$ cat config.mk
export PLATFORM = sky130hd
export DESIGN_NAME = sweep_object_segmenter_core
export DESIGN_NICKNAME = d
export VERILOG_FILES = /design/src/sv/sos_pkg.sv /design/src/sv/sos_front.sv /design/src/sv/sos_queue.sv /design/src/sv/sos_back.sv /design/src/sv/sweep_object_segmenter_core.sv
export SDC_FILE = /design/constraint.sdc
export NUM_CORES = 1
export LEC_CHECK = 0
export BUFFER_PORTS_ARGS = -buffer_cell sky130_fd_sc_hd__buf_2
export CORE_ASPECT_RATIO = 1.1
export CORE_UTILIZATION = 55
export DETAILED_ROUTE_END_ITERATION = 8
export PLACE_DENSITY = 0.75
export SKIP_CTS_REPAIR_TIMING = 1
export SYNTH_ARGS = -nofsm -noshare
export SYNTH_HDL_FRONTEND = slang
export SYNTH_SLANG_ARGS = --single-unit
export TNS_END_PERCENT = 100
$ cat constraint.sdc
create_clock -name clk -period 8.75 [get_ports clk]
set_input_delay 2.1875 -clock clk [delete_from_list [all_inputs] [get_ports clk]]
set_output_delay 2.1875 -clock clk [all_outputs]
set_load 0.01 [all_outputs]
$ cat src/sv/sos_pkg.sv
// Shared types and constants for the sweep object segmenter.
package sos_pkg;

	// Register indexes on the configuration port
	typedef enum logic [1:0] {
		REG_MAX_RANGE  = 2'd0,
		REG_NEAR_TOL   = 2'd1,
		REG_FAR_TOL    = 2'd2,
		REG_MIN_RUN    = 2'd3
	} reg_idx_t;

	// Result kinds
	localparam logic KIND_OBJECT  = 1'b0;
	localparam logic KIND_SUMMARY = 1'b1;

	// Register reset values
	localparam logic [15:0] MAX_RANGE_RST = 16'd4000;
	localparam logic [15:0] NEAR_TOL_RST  = 16'd48;
	localparam logic [15:0] FAR_TOL_RST   = 16'd64;
	localparam logic [7:0]  MIN_RUN_RST   = 8'd7;

	// Run length saturates here so that width stays within 8 bits
	localparam logic [7:0] RUN_CAP = 8'd254;

	// Queue between front and back
	localparam int QDEPTH = 4;
	localparam int QAW    = $clog2(QDEPTH);

	// Work for the back end: an object report, a summary, or both
	typedef struct packed {
		logic        has_rep;
		logic        has_sum;
		logic [6:0]  rep_number;
		logic [7:0]  rep_angle;
		logic [15:0] rep_distance;
		logic [7:0]  rep_width;
		logic [7:0]  sum_angle;
		logic [15:0] sum_distance;
		logic [7:0]  sum_width;
	} work_t;

endpackage

$ cat src/sv/sos_front.sv
// Front end: configuration registers, reading classification and sweep state.
module sos_front #(
	parameter int SWEEP_POINTS = 181
) (
	input  logic                 clk,
	input  logic                 arst_n,
	input  logic                 cfg_we,
	input  logic [1:0]           cfg_index,
	input  logic [15:0]          cfg_data,
	input  logic                 accept,
	input  logic [15:0]          distance,
	input  logic [7:0]           angle,
	input  logic                 end_of_sweep,
	output logic                 push,
	output sos_pkg::work_t       work
);
	import sos_pkg::*;

	localparam logic [7:0] SweepW = 8'(SWEEP_POINTS);

	logic [15:0] max_range_q, near_tol_q, far_tol_q;
	logic [7:0]  min_run_q;

	logic        in_object_q;
	logic [7:0]  run_length_q;
	logic [7:0]  start_angle_q;
	logic [6:0]  object_count_q;
	logic [15:0] prev_q, prev_prev_q;
	logic [7:0]  best_width_q;
	logic [15:0] best_distance_q;
	logic [7:0]  best_angle_q;

	logic        on;
	logic [15:0] diff_near, diff_far;
	logic        in_object_n;
	logic [7:0]  run_length_n, start_angle_n, best_width_n, best_angle_n;
	logic [6:0]  object_count_n;
	logic [15:0] best_distance_n;
	logic        has_rep, has_sum;

	// Absolute differences against the two previous readings
	assign diff_near = (distance >= prev_q) ? distance - prev_q : prev_q - distance;
	assign diff_far  = (distance >= prev_prev_q) ? distance - prev_prev_q
	                                             : prev_prev_q - distance;
	assign on = (distance < max_range_q) && (diff_near <= near_tol_q)
	            && (diff_far <= far_tol_q);

	// Advance run tracking and the narrowest object
	always_comb begin
		in_object_n     = in_object_q;
		run_length_n    = run_length_q;
		start_angle_n   = start_angle_q;
		object_count_n  = object_count_q;
		best_width_n    = best_width_q;
		best_distance_n = best_distance_q;
		best_angle_n    = best_angle_q;
		has_rep         = 1'b0;
		if (on) begin
			if (!in_object_q) begin
				in_object_n    = 1'b1;
				object_count_n = object_count_q + 7'd1;
				start_angle_n  = angle;
				run_length_n   = 8'd1;
			end else if (run_length_q < RUN_CAP) begin
				run_length_n = run_length_q + 8'd1;
			end
		end else if (in_object_q) begin
			if (run_length_q > min_run_q) begin
				has_rep = 1'b1;
				if (run_length_q < best_width_q) begin
					best_width_n    = run_length_q;
					best_distance_n = distance;
					best_angle_n    = start_angle_q + {1'b0, run_length_q[7:1]};
				end
			end else begin
				object_count_n = object_count_q - 7'd1;
			end
			in_object_n  = 1'b0;
			run_length_n = 8'd0;
		end
		has_sum = end_of_sweep && (best_width_n < SweepW);
	end

	// Build the work entry for the back end
	always_comb begin
		work.has_rep      = has_rep;
		work.has_sum      = has_sum;
		work.rep_number   = object_count_q;
		work.rep_angle    = start_angle_q;
		work.rep_distance = prev_q;
		work.rep_width    = run_length_q + 8'd1;
		work.sum_angle    = best_angle_n;
		work.sum_distance = best_distance_n;
		work.sum_width    = best_width_n + 8'd1;
	end

	assign push = accept && (has_rep || has_sum);

	// Configuration registers
	always_ff @(posedge clk or negedge arst_n) begin
		if (!arst_n) begin
			max_range_q <= MAX_RANGE_RST;
			near_tol_q  <= NEAR_TOL_RST;
			far_tol_q   <= FAR_TOL_RST;
			min_run_q   <= MIN_RUN_RST;
		end else if (cfg_we) begin
			unique case (reg_idx_t'(cfg_index))
				REG_MAX_RANGE: max_range_q <= cfg_data;
				REG_NEAR_TOL:  near_tol_q  <= cfg_data;
				REG_FAR_TOL:   far_tol_q   <= cfg_data;
				REG_MIN_RUN:   min_run_q   <= cfg_data[7:0];
				default: ;
			endcase
		end
	end

	// Sweep state; clear on the end-of-sweep beat
	always_ff @(posedge clk or negedge arst_n) begin
		if (!arst_n) begin
			in_object_q     <= 1'b0;
			run_length_q    <= 8'd0;
			start_angle_q   <= 8'd0;
			object_count_q  <= 7'd0;
			prev_q          <= MAX_RANGE_RST;
			prev_prev_q     <= MAX_RANGE_RST;
			best_width_q    <= SweepW;
			best_distance_q <= MAX_RANGE_RST;
			best_angle_q    <= 8'd0;
		end else if (accept) begin
			if (end_of_sweep) begin
				in_object_q     <= 1'b0;
				run_length_q    <= 8'd0;
				start_angle_q   <= 8'd0;
				object_count_q  <= 7'd0;
				prev_q          <= max_range_q;
				prev_prev_q     <= max_range_q;
				best_width_q    <= SweepW;
				best_distance_q <= max_range_q;
				best_angle_q    <= 8'd0;
			end else begin
				in_object_q     <= in_object_n;
				run_length_q    <= run_length_n;
				start_angle_q   <= start_angle_n;
				object_count_q  <= object_count_n;
				prev_q          <= distance;
				prev_prev_q     <= prev_q;
				best_width_q    <= best_width_n;
				best_distance_q <= best_distance_n;
				best_angle_q    <= best_angle_n;
			end
		end
	end

endmodule

$ cat src/sv/sos_queue.sv
// Short work queue between the front and back ends.
module sos_queue (
	input  logic            clk,
	input  logic            arst_n,
	input  logic            push,
	input  sos_pkg::work_t  wdata,
	output logic            full,
	input  logic            pop,
	output logic            nonempty,
	output sos_pkg::work_t  head
);
	import sos_pkg::*;

	work_t            mem_q [QDEPTH];
	logic [QAW-1:0]   wr_ptr_q, rd_ptr_q;
	logic [QAW:0]     count_q;

	assign full     = (count_q == (QAW+1)'(QDEPTH));
	assign nonempty = (count_q != '0);
	assign head     = mem_q[rd_ptr_q];

	// Store pushed entries
	always_ff @(posedge clk) begin
		if (push) begin
			mem_q[wr_ptr_q] <= wdata;
		end
	end

	// Advance pointers and fill count
	always_ff @(posedge clk or negedge arst_n) begin
		if (!arst_n) begin
			wr_ptr_q <= '0;
			rd_ptr_q <= '0;
			count_q  <= '0;
		end else begin
			if (push) begin
				wr_ptr_q <= wr_ptr_q + QAW'(1);
			end
			if (pop) begin
				rd_ptr_q <= rd_ptr_q + QAW'(1);
			end
			if (push && !pop) begin
				count_q <= count_q + (QAW+1)'(1);
			end else if (pop && !push) begin
				count_q <= count_q - (QAW+1)'(1);
			end
		end
	end

endmodule

$ cat src/sv/sos_back.sv
// Back end: splits queued work into result beats behind an output register.
module sos_back (
	input  logic            clk,
	input  logic            arst_n,
	input  logic            head_valid,
	input  sos_pkg::work_t  head,
	output logic            pop,
	output logic            out_valid,
	input  logic            out_stall,
	output logic            kind,
	output logic [6:0]      object_number,
	output logic [7:0]      report_angle,
	output logic [15:0]     report_distance,
	output logic [7:0]      width,
	output logic            last
);
	import sos_pkg::*;

	logic out_valid_q;
	logic phase_q;
	logic load, emit_rep;

	assign load     = head_valid && (!out_valid_q || !out_stall);
	assign emit_rep = head.has_rep && !phase_q;
	assign pop      = load && !(emit_rep && head.has_sum);
	assign out_valid = out_valid_q;

	// Track valid and which half of a two-result entry goes next
	always_ff @(posedge clk or negedge arst_n) begin
		if (!arst_n) begin
			out_valid_q <= 1'b0;
			phase_q     <= 1'b0;
		end else begin
			if (load) begin
				out_valid_q <= 1'b1;
				phase_q     <= !pop;
			end else if (!out_stall) begin
				out_valid_q <= 1'b0;
			end
		end
	end

	// Load the result beat
	always_ff @(posedge clk) begin
		if (load) begin
			if (emit_rep) begin
				kind            <= KIND_OBJECT;
				object_number   <= head.rep_number;
				report_angle    <= head.rep_angle;
				report_distance <= head.rep_distance;
				width           <= head.rep_width;
				last            <= !head.has_sum;
			end else begin
				kind            <= KIND_SUMMARY;
				object_number   <= 7'd0;
				report_angle    <= head.sum_angle;
				report_distance <= head.sum_distance;
				width           <= head.sum_width;
				last            <= 1'b1;
			end
		end
	end

endmodule

$ cat src/sv/sweep_object_segmenter_core.sv
// Top level of the sweep object segmenter.
//
//  channel  direction  handshake          payload
//  input    in         in_valid/in_stall  distance, angle, end_of_sweep
//  result   out        out_valid/out_stall kind, object_number, report_angle,
//                                          report_distance, width, last
//  config   in         cfg_we             cfg_index, cfg_data
//
// One reading is accepted per cycle while the queue is not full; the front end
// classifies it and updates the sweep state in the cycle of acceptance.
// A reading that causes two results is sent as two result beats; a four-entry queue
// absorbs bursts. in_stall rises only when the queue is full; a beat leaves the queue
// at the edge that loads the output register, so with an empty queue a reading passes
// the queue and then the output register before out_valid rises. Reset loads register
// defaults and clears state.
module sweep_object_segmenter_core #(
	parameter int SWEEP_POINTS = 181
) (
	input  logic        clk,
	input  logic        arst_n,
	input  logic        cfg_we,
	input  logic [1:0]  cfg_index,
	input  logic [15:0] cfg_data,
	input  logic        in_valid,
	output logic        in_stall,
	input  logic [15:0] distance,
	input  logic [7:0]  angle,
	input  logic        end_of_sweep,
	output logic        out_valid,
	input  logic        out_stall,
	output logic        kind,
	output logic [6:0]  object_number,
	output logic [7:0]  report_angle,
	output logic [15:0] report_distance,
	output logic [7:0]  width,
	output logic        last
);
	import sos_pkg::*;

	logic  accept, push, full, pop, head_valid;
	work_t work, head;

	assign in_stall = full;
	assign accept   = in_valid && !full;

	sos_front #(
		.SWEEP_POINTS(SWEEP_POINTS)
	) u_front (
		.clk          (clk),
		.arst_n       (arst_n),
		.cfg_we       (cfg_we),
		.cfg_index    (cfg_index),
		.cfg_data     (cfg_data),
		.accept       (accept),
		.distance     (distance),
		.angle        (angle),
		.end_of_sweep (end_of_sweep),
		.push         (push),
		.work         (work)
	);

	sos_queue u_queue (
		.clk      (clk),
		.arst_n   (arst_n),
		.push     (push),
		.wdata    (work),
		.full     (full),
		.pop      (pop),
		.nonempty (head_valid),
		.head     (head)
	);

	sos_back u_back (
		.clk             (clk),
		.arst_n          (arst_n),
		.head_valid      (head_valid),
		.head            (head),
		.pop             (pop),
		.out_valid       (out_valid),
		.out_stall       (out_stall),
		.kind            (kind),
		.object_number   (object_number),
		.report_angle    (report_angle),
		.report_distance (report_distance),
		.width           (width),
		.last            (last)
	);

endmodule
* Word level (Yosys, flattened, before mapping)
Memories as Yosys holds them, arrays and structs flattened.
Index checks and enable logic that the tools add are counted.
** Word-level totals
- Output and inout bits :: 43
- Bits in registers :: 194
- Logic and storage cells :: 136
- Bits of input ports :: 48
- Bits in writable memories :: 292
- Memories kept :: 1
** Operators by class
- $lt $le $gt $ge :: 9
- Reduce and logical (&&, ||, !) cells :: 33
- Eq/ne operators :: 9
- Mux-type cells :: 47
- $add $sub $neg :: 13
** Memories
- u_queue.mem_q :: depth 4, bits a word 73, read ports 1, clocked after Yosys merged registers in 0, write ports 1, RTL line sos_queue.sv:14 : work_t mem_q [QDEPTH];
** Operator list (count)
- 16-bit two-way mux :: 10
- 8-bit two-way mux :: 20
- 16-bit subtractor :: 4
- 7-bit two-way mux :: 5
- 16-bit >= comparator :: 2
- 16-bit <= comparator :: 2
- 8-bit by 1-bit adder with 8-bit output, second input constant :: 2
- 16-bit less-than comparator :: 1
- 8-bit less-than comparator, second input constant :: 2
- 1-bit logical AND :: 11
- 1-bit two-way mux :: 10
- 8-bit by 7-bit adder with 8-bit output :: 1
- 8-bit > comparator :: 1
- 1-bit logical NOT :: 8
- 8-bit less-than comparator :: 1
- 2-bit AND reduction :: 4
- 7-bit by 1-bit adder with 7-bit output, second input constant :: 1
- 7-bit by 1-bit subtractor with 7-bit output, second input constant :: 1
- 3-bit two-way mux :: 2
- 3-bit AND reduction :: 2
- 3-bit nonzero test :: 2
- 2-bit by 1-bit adder with 2-bit output, second input constant :: 2
- 2-bit == test, second input constant :: 2
- 4-bit inequality test, second input constant :: 1
- 12 further kinds :: 14

* Longest topological paths before layout
Gate-level depths: netlist (run 1).
- Depth after elaboration :: 14
- Depth in mapped cells :: 37
- Depth with buffers taken out :: 34

* Cells and area by module
A second synthesis (run 1) with hierarchy kept.
** Unflattened totals
- Cells, all modules :: 1842
- Area total of the unflattened synthesis :: 24467.2 um^2
** By module, submodules not included
- sos_front :: seq. area each 3647.2 um^2, instances 1, area each 11608.6 um^2, cells an instance 1333
- sos_queue :: seq. area each 8943.6 um^2, instances 1, area each 10925.5 um^2, cells an instance 415
- sos_back :: seq. area each 1281.2 um^2, instances 1, area each 1919.3 um^2, cells an instance 93
- sweep_object_segmenter_core :: seq. area each 0.0 um^2, instances 1, area each 13.8 um^2, cells an instance 1

* Worst setup path after synthesis (run 1)
Ideal clock, no wire load.
- Path kind :: input -> register
- From :: input port distance[0]
- To :: memory u_queue.mem_q[0][0] in the netlist's numbering (enable)
- Data required time :: 8.311 ns
- Path buffers :: 4
- Setup time :: 0.439 ns
- Arrival :: 9.604 ns
- Stages :: 30
- Setup slack :: -1.293 ns
- Cell sequence :: inv_1 -> ha_1 -> inv_1 -> fa_1 -> a21oi_1 -> o21bai_1 -> a2111o_1 -> nand2_1 -> a211o_1 -> buf_2 -> buf_1 -> o211ai_1 -> xor2_1 -> ha_1 -> nand4_1 -> or4_1 -> nor3_1 -> o22a_1 -> a211o_2 -> buf_2 -> clkbuf_1 -> o21a_1 -> ha_1 -> inv_1 -> a21oi_1 -> nor3_1 -> o21ai_0 -> and3_1 -> a41o_1 -> and2_1
** Between the ends
- Longest elaborated chain between the ends :: 12
- Elaborated cells on any way between the ends :: 21
- Classes of those cells :: add/sub: 4; order compare: 6; mux: 6; reduce/logical: 5
** RTL lines
- from (decl) :: RTL line sweep_object_segmenter_core.sv:26 : input logic [15:0] distance,
- 16-bit subtractor / 16-bit >= comparator (equally long branches) :: RTL line sos_front.sv:42 : assign diff_near = (distance >= prev_q) ? distance - prev_q : prev_q - distance;
- 16-bit two-way mux :: RTL line sos_front.sv:42
- 16-bit <= comparator :: RTL line sos_front.sv:45 : assign on = (distance < max_range_q) && (diff_near <= near_tol_q)
- 1-bit logical AND :: RTL line sos_front.sv:45
- 1-bit logical AND * :: RTL line sos_front.sv:46 : && (diff_far <= far_tol_q);
- 8-bit two-way mux :: RTL line sos_front.sv:58 : if (on) begin
- 8-bit less-than comparator :: RTL line sos_front.sv:81 : has_sum = end_of_sweep && (best_width_n < SweepW);
- 1-bit logical AND :: RTL line sos_front.sv:81
- 1-bit logical OR * :: RTL line sos_front.sv:97 : assign push = accept && (has_rep || has_sum);
- 1-bit logical AND * :: RTL line sos_front.sv:97
- named net push :: RTL line sweep_object_segmenter_core.sv:40 : logic accept, push, full, pop, head_valid;
- 1-bit two-way mux * :: RTL line sos_queue.sv:24 : if (push) begin
- 1-bit two-way mux (implied by the code) * :: RTL line sos_queue.sv:25 : mem_q[wr_ptr_q] <= wdata;
- to (decl) :: RTL line sos_queue.sv:14
The timed path passes the listed nets; every way through them passes the cells marked *.

* Worst setup path in the final report (run 1)
- From :: input port distance[0]
- To :: register u_queue.count_q[1]
** Between the ends
- Longest elaborated chain between the ends :: 13
- Elaborated cells on any way between the ends :: 24
- Classes of those cells :: add/sub: 4; order compare: 6; mux: 5; reduce/logical: 9
** RTL lines
- 16-bit subtractor / 16-bit >= comparator (equally long branches) :: RTL line sos_front.sv:42
- 16-bit two-way mux :: RTL line sos_front.sv:42
- 16-bit <= comparator :: RTL line sos_front.sv:45
- 1-bit logical AND :: RTL line sos_front.sv:45
- 1-bit logical AND * :: RTL line sos_front.sv:46
- 8-bit two-way mux :: RTL line sos_front.sv:58
- 8-bit less-than comparator :: RTL line sos_front.sv:81
- 1-bit logical AND :: RTL line sos_front.sv:81
- 1-bit logical OR * :: RTL line sos_front.sv:97
- 1-bit logical AND * :: RTL line sos_front.sv:97
- named net push :: RTL line sweep_object_segmenter_core.sv:40
- 1-bit logical NOT :: RTL line sos_queue.sv:44 : end else if (pop && !push) begin
- 1-bit logical AND :: RTL line sos_queue.sv:44
- 2-bit nonzero test (no line)
- to (signal assigned) :: RTL line sos_queue.sv:43 : count_q <= count_q + (QAW+1)'(1);
- to (signal assigned) :: RTL line sos_queue.sv:45 : count_q <= count_q - (QAW+1)'(1);
- to (decl) :: RTL line sos_queue.sv:16 : logic [QAW:0] count_q;
Marked as above.
A chain may end at the register's enable or synchronous reset.

==> results of run 1 <==
## per-layer routing
metal / wire length [um] / vias to the layer above / share of wire [%]
met3: 3330 / 129 / 5.7
met5: 13 / - / 0.022
li1: - / 7109 / -
met2: 30000 / 509 / 51
met4: 1960 / 2 / 3.3
met1: 23600 / 7802 / 40
## worst min-delay path by stage
stage / slack, ns / from / end
2_1_floorplan: 0.45 / u_front.prev_prev_q[15]$_DFFE_PN0P_ / u_front.prev_prev_q[15]$_DFFE_PN0P_
3_3_place_gp: 0.47 / u_front.prev_prev_q[15]$_DFFE_PN0P_ / u_front.prev_prev_q[15]$_DFFE_PN0P_
3_5_place_dp: 0.47 / u_front.prev_prev_q[15]$_DFFE_PN0P_ / u_front.prev_prev_q[15]$_DFFE_PN0P_
4_1_cts: 0.49 / u_queue.count_q[2]$_DFFE_PN0P_ / u_queue.count_q[2]$_DFFE_PN0P_
5_1_grt: 0.51 / u_front.far_tol_q[7]$_DFFE_PN0P_ / u_front.far_tol_q[7]$_DFFE_PN0P_
6_report: 0.49 / u_front.prev_prev_q[15]$_DFFE_PN0P_ / u_front.prev_prev_q[15]$_DFFE_PN0P_
## flip-flops by register name, indices dropped and copies added, names as in the netlist, 16 cells and up
register                 cells
u_back.report_distance      16
u_front.best_distance_q     16
u_front.far_tol_q           16
u_front.max_range_q         16
u_front.near_tol_q          16
u_front.prev_prev_q         16
u_front.prev_q              16
u_queue.mem_q              292
## placed cells by master, fill, tap and decap left out, drive strengths merged, types with 33 or more instances in the layout
cell type / count
edfxtp: 333
buf: 226
ha: 144
inv: 137
nand2: 130
dfrtp: 118
o21ai: 114
mux2: 94
a21oi: 90
mux4: 73
clkbuf: 68
mux2i: 47
nor2: 42
a21o: 36
dfstp: 35
nor3: 34
xnor2: 33
## report_power, final
part           switching, uW  internal (uW)
sequential               288           2920
clock                    889           1210
combinational           1970           1660
total                   3150           5790
## layout make-up
class	count	area [sq um]	share of cell area, %
well taps	574	718	2.57
clock buffers	68	1350	4.83
flip-flops and latches	486	13900	49.7
inverters	134	503	1.80
repair buffers	226	1610	5.77
clock inverters	21	268	0.960
multi-input cells	1093	9570	34.3
diodes	1	2.50	0.00897
## per-stage QoR
step	instances	power [uW]	worst slack, ns
6_report	2603	8940	0.297
5_1_grt	2602	9450	-0.0571
4_1_cts	2600	8930	0.114
3_5_place_dp	2511	6810	-0.475
3_3_place_gp	2511	6710	-0.334
2_1_floorplan	1795	5550	0.0110
## cells by family after synthesis
group	count (synthesis)	share of synthesized area, %
compound gates	372	9.98
xor+xnor	54	1.96
fa+ha+maj	151	8.04
buf+inv	217	3.55
flops	486	57.5
mux	214	13.1
simple gates	301	5.87
## worst max-delay path, delay by kind of cell
family / cells / cell delay, ns
buffers and inverters: 8 / 0.70
AOI/OAI and AO/OA: 11 / 2.42
xor gates and xnor gates: 1 / 0.09
muxes: 3 / 0.87
adders and majority gates: 6 / 1.58
and+or+nand+nor: 5 / 1.06
==> reports/qor.txt, run 1 <==
count of cell types in the netlist - 66
Starting Density - 55.7%
Routed Antenna Nets - 0
vias in the first global route - 16223
kind of critical path - in2reg
prevailing post-synth register cell - edfxtp_1
met1 Track Usage GR - 33.6%
Critical Path AT - 8.92 ns
# fillers - 3177
count of final hold-check violations - 0
First DRT Iteration DRCs - 1027
core area - 0.0433 sq mm
worst-skew pair later-pin latency - 0.62 ns
worst reg2reg path startpoint - u_front.prev_q[0]$_DFFE_PN0P_
die span in x - 202 um
Pwr per Cell Area - 320 mW/mm^2
Slowest-stage cell, CP - or4_4
CP required - 9.22 ns
share of cells above drive strength 1 - 26.3%
status - finished, final reports clean
Root Buffer - clkbuf_16
CTS clock-pin slew for the worst setup and hold paths - 0.06 ns
Max VDD drop - 0.000307 V
fin crit period - 8.45 ns
total track usage - 26.8%
Leak - 0.0114 uW
worst hold path stage count - 2
relative slew slack - 26.4%
met2 GRT Util - 46.4%
reported max-cap violation count - 0
GR peak layer - met2
Max stage delay on crit path - 0.51 ns
sequential fraction of the synthesis area - 57.5%
Residual DRC - 0
Syn Area/Cell - 13.5 sq um
maximum root-to-sink buffer count - 3
Port Buffers - 90
post-synthesis register bit count - 486
pin count of the biggest net entering global routing - 94
die footprint - 0.0447 sq mm
Hold Path Class - reg2reg
Final period util - 96.6%
CP endpoint kind - flip-flop
Area Overhead vs Synth - 15.5%
wire per inst - 22.6 um
worst slew pin tran - 1.10 ns
total wire length - 58.9 mm
grt ovf - 0
mapped cell area - 0.0241 sq mm
count leader, synth - edfxtp_1
# IOs - 91
worst hold margin - 0.493 ns
Post-Synthesis Cells - 1795
first-pass GRT wire length - 91.1 mm
YS warnings - 0
GR Util met3 - 4.75%
worst-path maximum fanout - 6
number of synthesized flops with an enable pin - 333
Setup crit start - distance[0]
Yosys top cell by area - edfxtp_1
Core Util, Final - 64.4%
main area contributors after synthesis - edfxtp_1 41%, dfrtp_1 12%, ha_1 7.5%
finished layout cell area - 0.0279 sq mm
DP Wirelength - 40.9 mm
r2r setup slk - 1.58 ns
CTS tree - built
most frequent cells after synthesis - 333 x edfxtp_1, 144 x ha_1, 134 x inv_1, 130 x nand2_1, 118 x dfrtp_1
Area after DPL - 0.0262 sq mm
Worst setup endpoint - u_queue.count_q[1]$_DFFE_PN0P_
NumNets Final - 2189
crit path launch type - primary input
TNS Setup - 0 ns
clock sinks - 486
Worst R2R Path Depth - 30
cts bufs inserted - 49
async set-reset flop share out of synthesis - 31.5%
Final Slew Violations - 0
FP Rows - 80
Die Y - 222 um
FMAX - 118 MHz
final setup fails - 0
vias per cell - 5.97
H-tree Lvls - 2
Mapped Nets - 1994
R2R Path End - u_queue.count_q[1]$_DFFE_PN0P_
Pre-Repair DR Iteration Count - 5
Clock Skews - 0.0419 ns
gpl congestion - 0.902
initial antenna violation count - 2
post-synth top area share - 41.4%
via count - 15551
Note: power is estimated with default switching activity, not from simulation.
==> run 2, diff against run 1 <==
- CELL_PAD_IN_SITES_DETAIL_PLACEMENT: unset -> 1
- CELL_PAD_IN_SITES_GLOBAL_PLACEMENT: unset -> 1
- CORE_UTILIZATION: 55 -> 47
- PLACE_DENSITY: 0.75 -> unset
- PLACE_DENSITY_LB_ADDON: unset -> 0.1
==> reports/qor.txt, run 2 (synthesis results as in run 1) <==
Area after DPL - 0.0264 sq mm (+1.1%)
ANT cells - 0 (-1)
Port Buffers - 90 (unchanged)
Starting Density - 47.9% (-7.8 points)
register bank with the most flops - u_queue.mem_q
Max stage delay on crit path - 0.56 ns (+0.05 ns)
share of cells above drive strength 1 - 27.0% (+0.65 points)
Final Slew Violations - 0 (unchanged)
Residual DRC - 0 (unchanged)
maximum root-to-sink buffer count - 3 (unchanged)
first-pass GRT wire length - 104 mm (+14%)
Pre-Repair DR Iteration Count - 5 (unchanged)
total track usage - 26.6% (-0.11 points)
relative slew slack - 23.4% (-3.0 points)
initial antenna violation count - 1 (-1)
Max VDD drop - 0.000271 V (-12%)
vias in the first global route - 17597 (+8.5%)
CP required - 9.27 ns (+0.05 ns)
die footprint - 0.0523 sq mm (+17%)
CTS clock-pin slew for the worst setup and hold paths - 0.06 ns (about the same)
# IOs - 91 (unchanged)
vias per cell - 5.80 (-2.9%)
setup ws final - 0.332 ns (+0.0344 ns)
Root Buffer - clkbuf_16
# fillers - 4970 (+56%)
CP dominant cell by count - inv_1
status - finished, final reports clean
pin count of the biggest net entering global routing - 85 (-9.6%)
Pwr per Cell Area - 331 mW/mm^2 (+3.3%)
CTS tree - built
kind of critical path - in2reg
via count - 15740 (+1.2%)
Hold Path Class - reg2reg
core area - 0.0504 sq mm (+16%)
worst reg2reg path startpoint - u_front.prev_q[0]$_DFFE_PN0P_
Critical Path AT - 8.94 ns (+0.02 ns)
reported max-cap violation count - 0 (unchanged)
Setup crit start - distance[0]
worst slew pin tran - 1.15 ns (+0.0449 ns)
Area Overhead vs Synth - 17.3%
post-place setup slack - -0.344 ns (+0.131 ns)
final setup fails - 0 (unchanged)
max FFs per register - 292 (unchanged)
FMAX - 119 MHz (+0.41%)
DP Wirelength - 47.7 mm (+17%)
Inst Count DP - 2616 (+4.2%)
H-tree Lvls - 2 (unchanged)
cts bufs inserted - 51 (+4.1%)
count of final hold-check violations - 0 (unchanged)
crit path launch type - primary input
FP Rows - 86 (+7.5%)
First DRT Iteration DRCs - 837 (-19%)
die span in x - 218 um (+8.1%)
fin crit period - 8.42 ns (-0.0344 ns)
commonest non-fill, non-tap cell in the layout - edfxtp_1
finished layout cell area - 0.0283 sq mm (+1.5%)
clock sinks - 486 (unchanged)
Final period util - 96.2% (-0.39 points)
worst-path maximum fanout - 6 (unchanged)
wire per inst - 24.9 um (+10%)
Die Y - 240 um (+8.1%)
Core Util, Final - 56.2% (-8.1 points)
Leak - 0.0117 uW (+2.0%)
most frequent cells in the layout - 333 x edfxtp_1, 144 x ha_1, 143 x buf_4
CP endpoint kind - flip-flop
grt ovf - 0 (unchanged)
worst-skew pair later-pin latency - 0.60 ns (-0.02 ns)
gpl congestion - 0.897 (-0.59%)
Slowest-stage cell, CP - or4_1
hold path startpoint - u_front.prev_prev_q[15]$_DFFE_PN0P_
total wire length - 67.7 mm (+15%)
NumNets Final - 2209 (+0.91%)
final std cells w/o fill - 2713 (+4.2%)
Routed Antenna Nets - 0 (unchanged)
Clock Skews - 0.0223 ns (-0.0197 ns)
run 2: routing by layer:
layer,track usage (%),wire [um],vias up,part of all wire [%]
met5,0,0,-,0
met2,48.9,35800,330,53
met4,9.18,2310,0,3.4
li1,-,-,7153,-
met3,2.97,2130,143,3.1
met1,32.2,27400,8114,41
run 2: worst max-delay path, delay by kind of cell:
kind	cells	cell delay [ns]
mux	2	0.63
fa+ha+maj	6	1.54
buf+inv	7	0.62
compound gates	10	2.37
xor+xnor	3	0.45
simple gates	6	1.13
run 2: power breakdown:
| group | switching, uW | internal, uW |
|---|---|---|
| clock | 939 | 1470 |
| combinational | 2060 | 1700 |
| sequential | 286 | 2920 |
| total | 3280 | 6100 |
run 2: area by class of cell:
| cell class | count | area [sq um] | share of cell area (%) |
|---|---|---|---|
| sequential | 486 | 13900 | 49.0 |
| multi-input combinational | 1092 | 9480 | 33.5 |
| timing repair buffer | 245 | 1770 | 6.25 |
| clock buffer | 61 | 1370 | 4.82 |
| tap | 660 | 826 | 2.92 |
| clock inverter | 35 | 509 | 1.80 |
| inverter | 134 | 503 | 1.78 |
run 2: final timing paths:
check / endpoint / slack, ns / cells after the start
worst max-delay path: u_queue.count_q[2]$_DFFE_PN0P_ / 0.33 / 34
worst min-delay path: u_front.prev_prev_q[15]$_DFFE_PN0P_ / 0.49 / 2
worst max register to register: u_queue.count_q[2]$_DFFE_PN0P_ / 1.62 / 33
worst min register to register: u_front.prev_prev_q[15]$_DFFE_PN0P_ / 0.49 / 2
max in group asynchronous: u_queue.rd_ptr_q[0]$_DFFE_PN0P_ / 5.91 / 2
min in group asynchronous: u_front.prev_prev_q[14]$_DFFE_PN0P_ / 1.57 / 1
run 2: through the flow:
step / hold slack [ns] / total power [uW] / setup TNS (ns)
after floorplan: 0.450 / 5550 / 0
after global placement: 0.471 / 6900 / -14.30
after detailed placement: 0.480 / 7010 / -40.89
after CTS: 0.494 / 9470 / 0
after global routing: 0.518 / 9910 / -0.00191
final: 0.495 / 9380 / 0
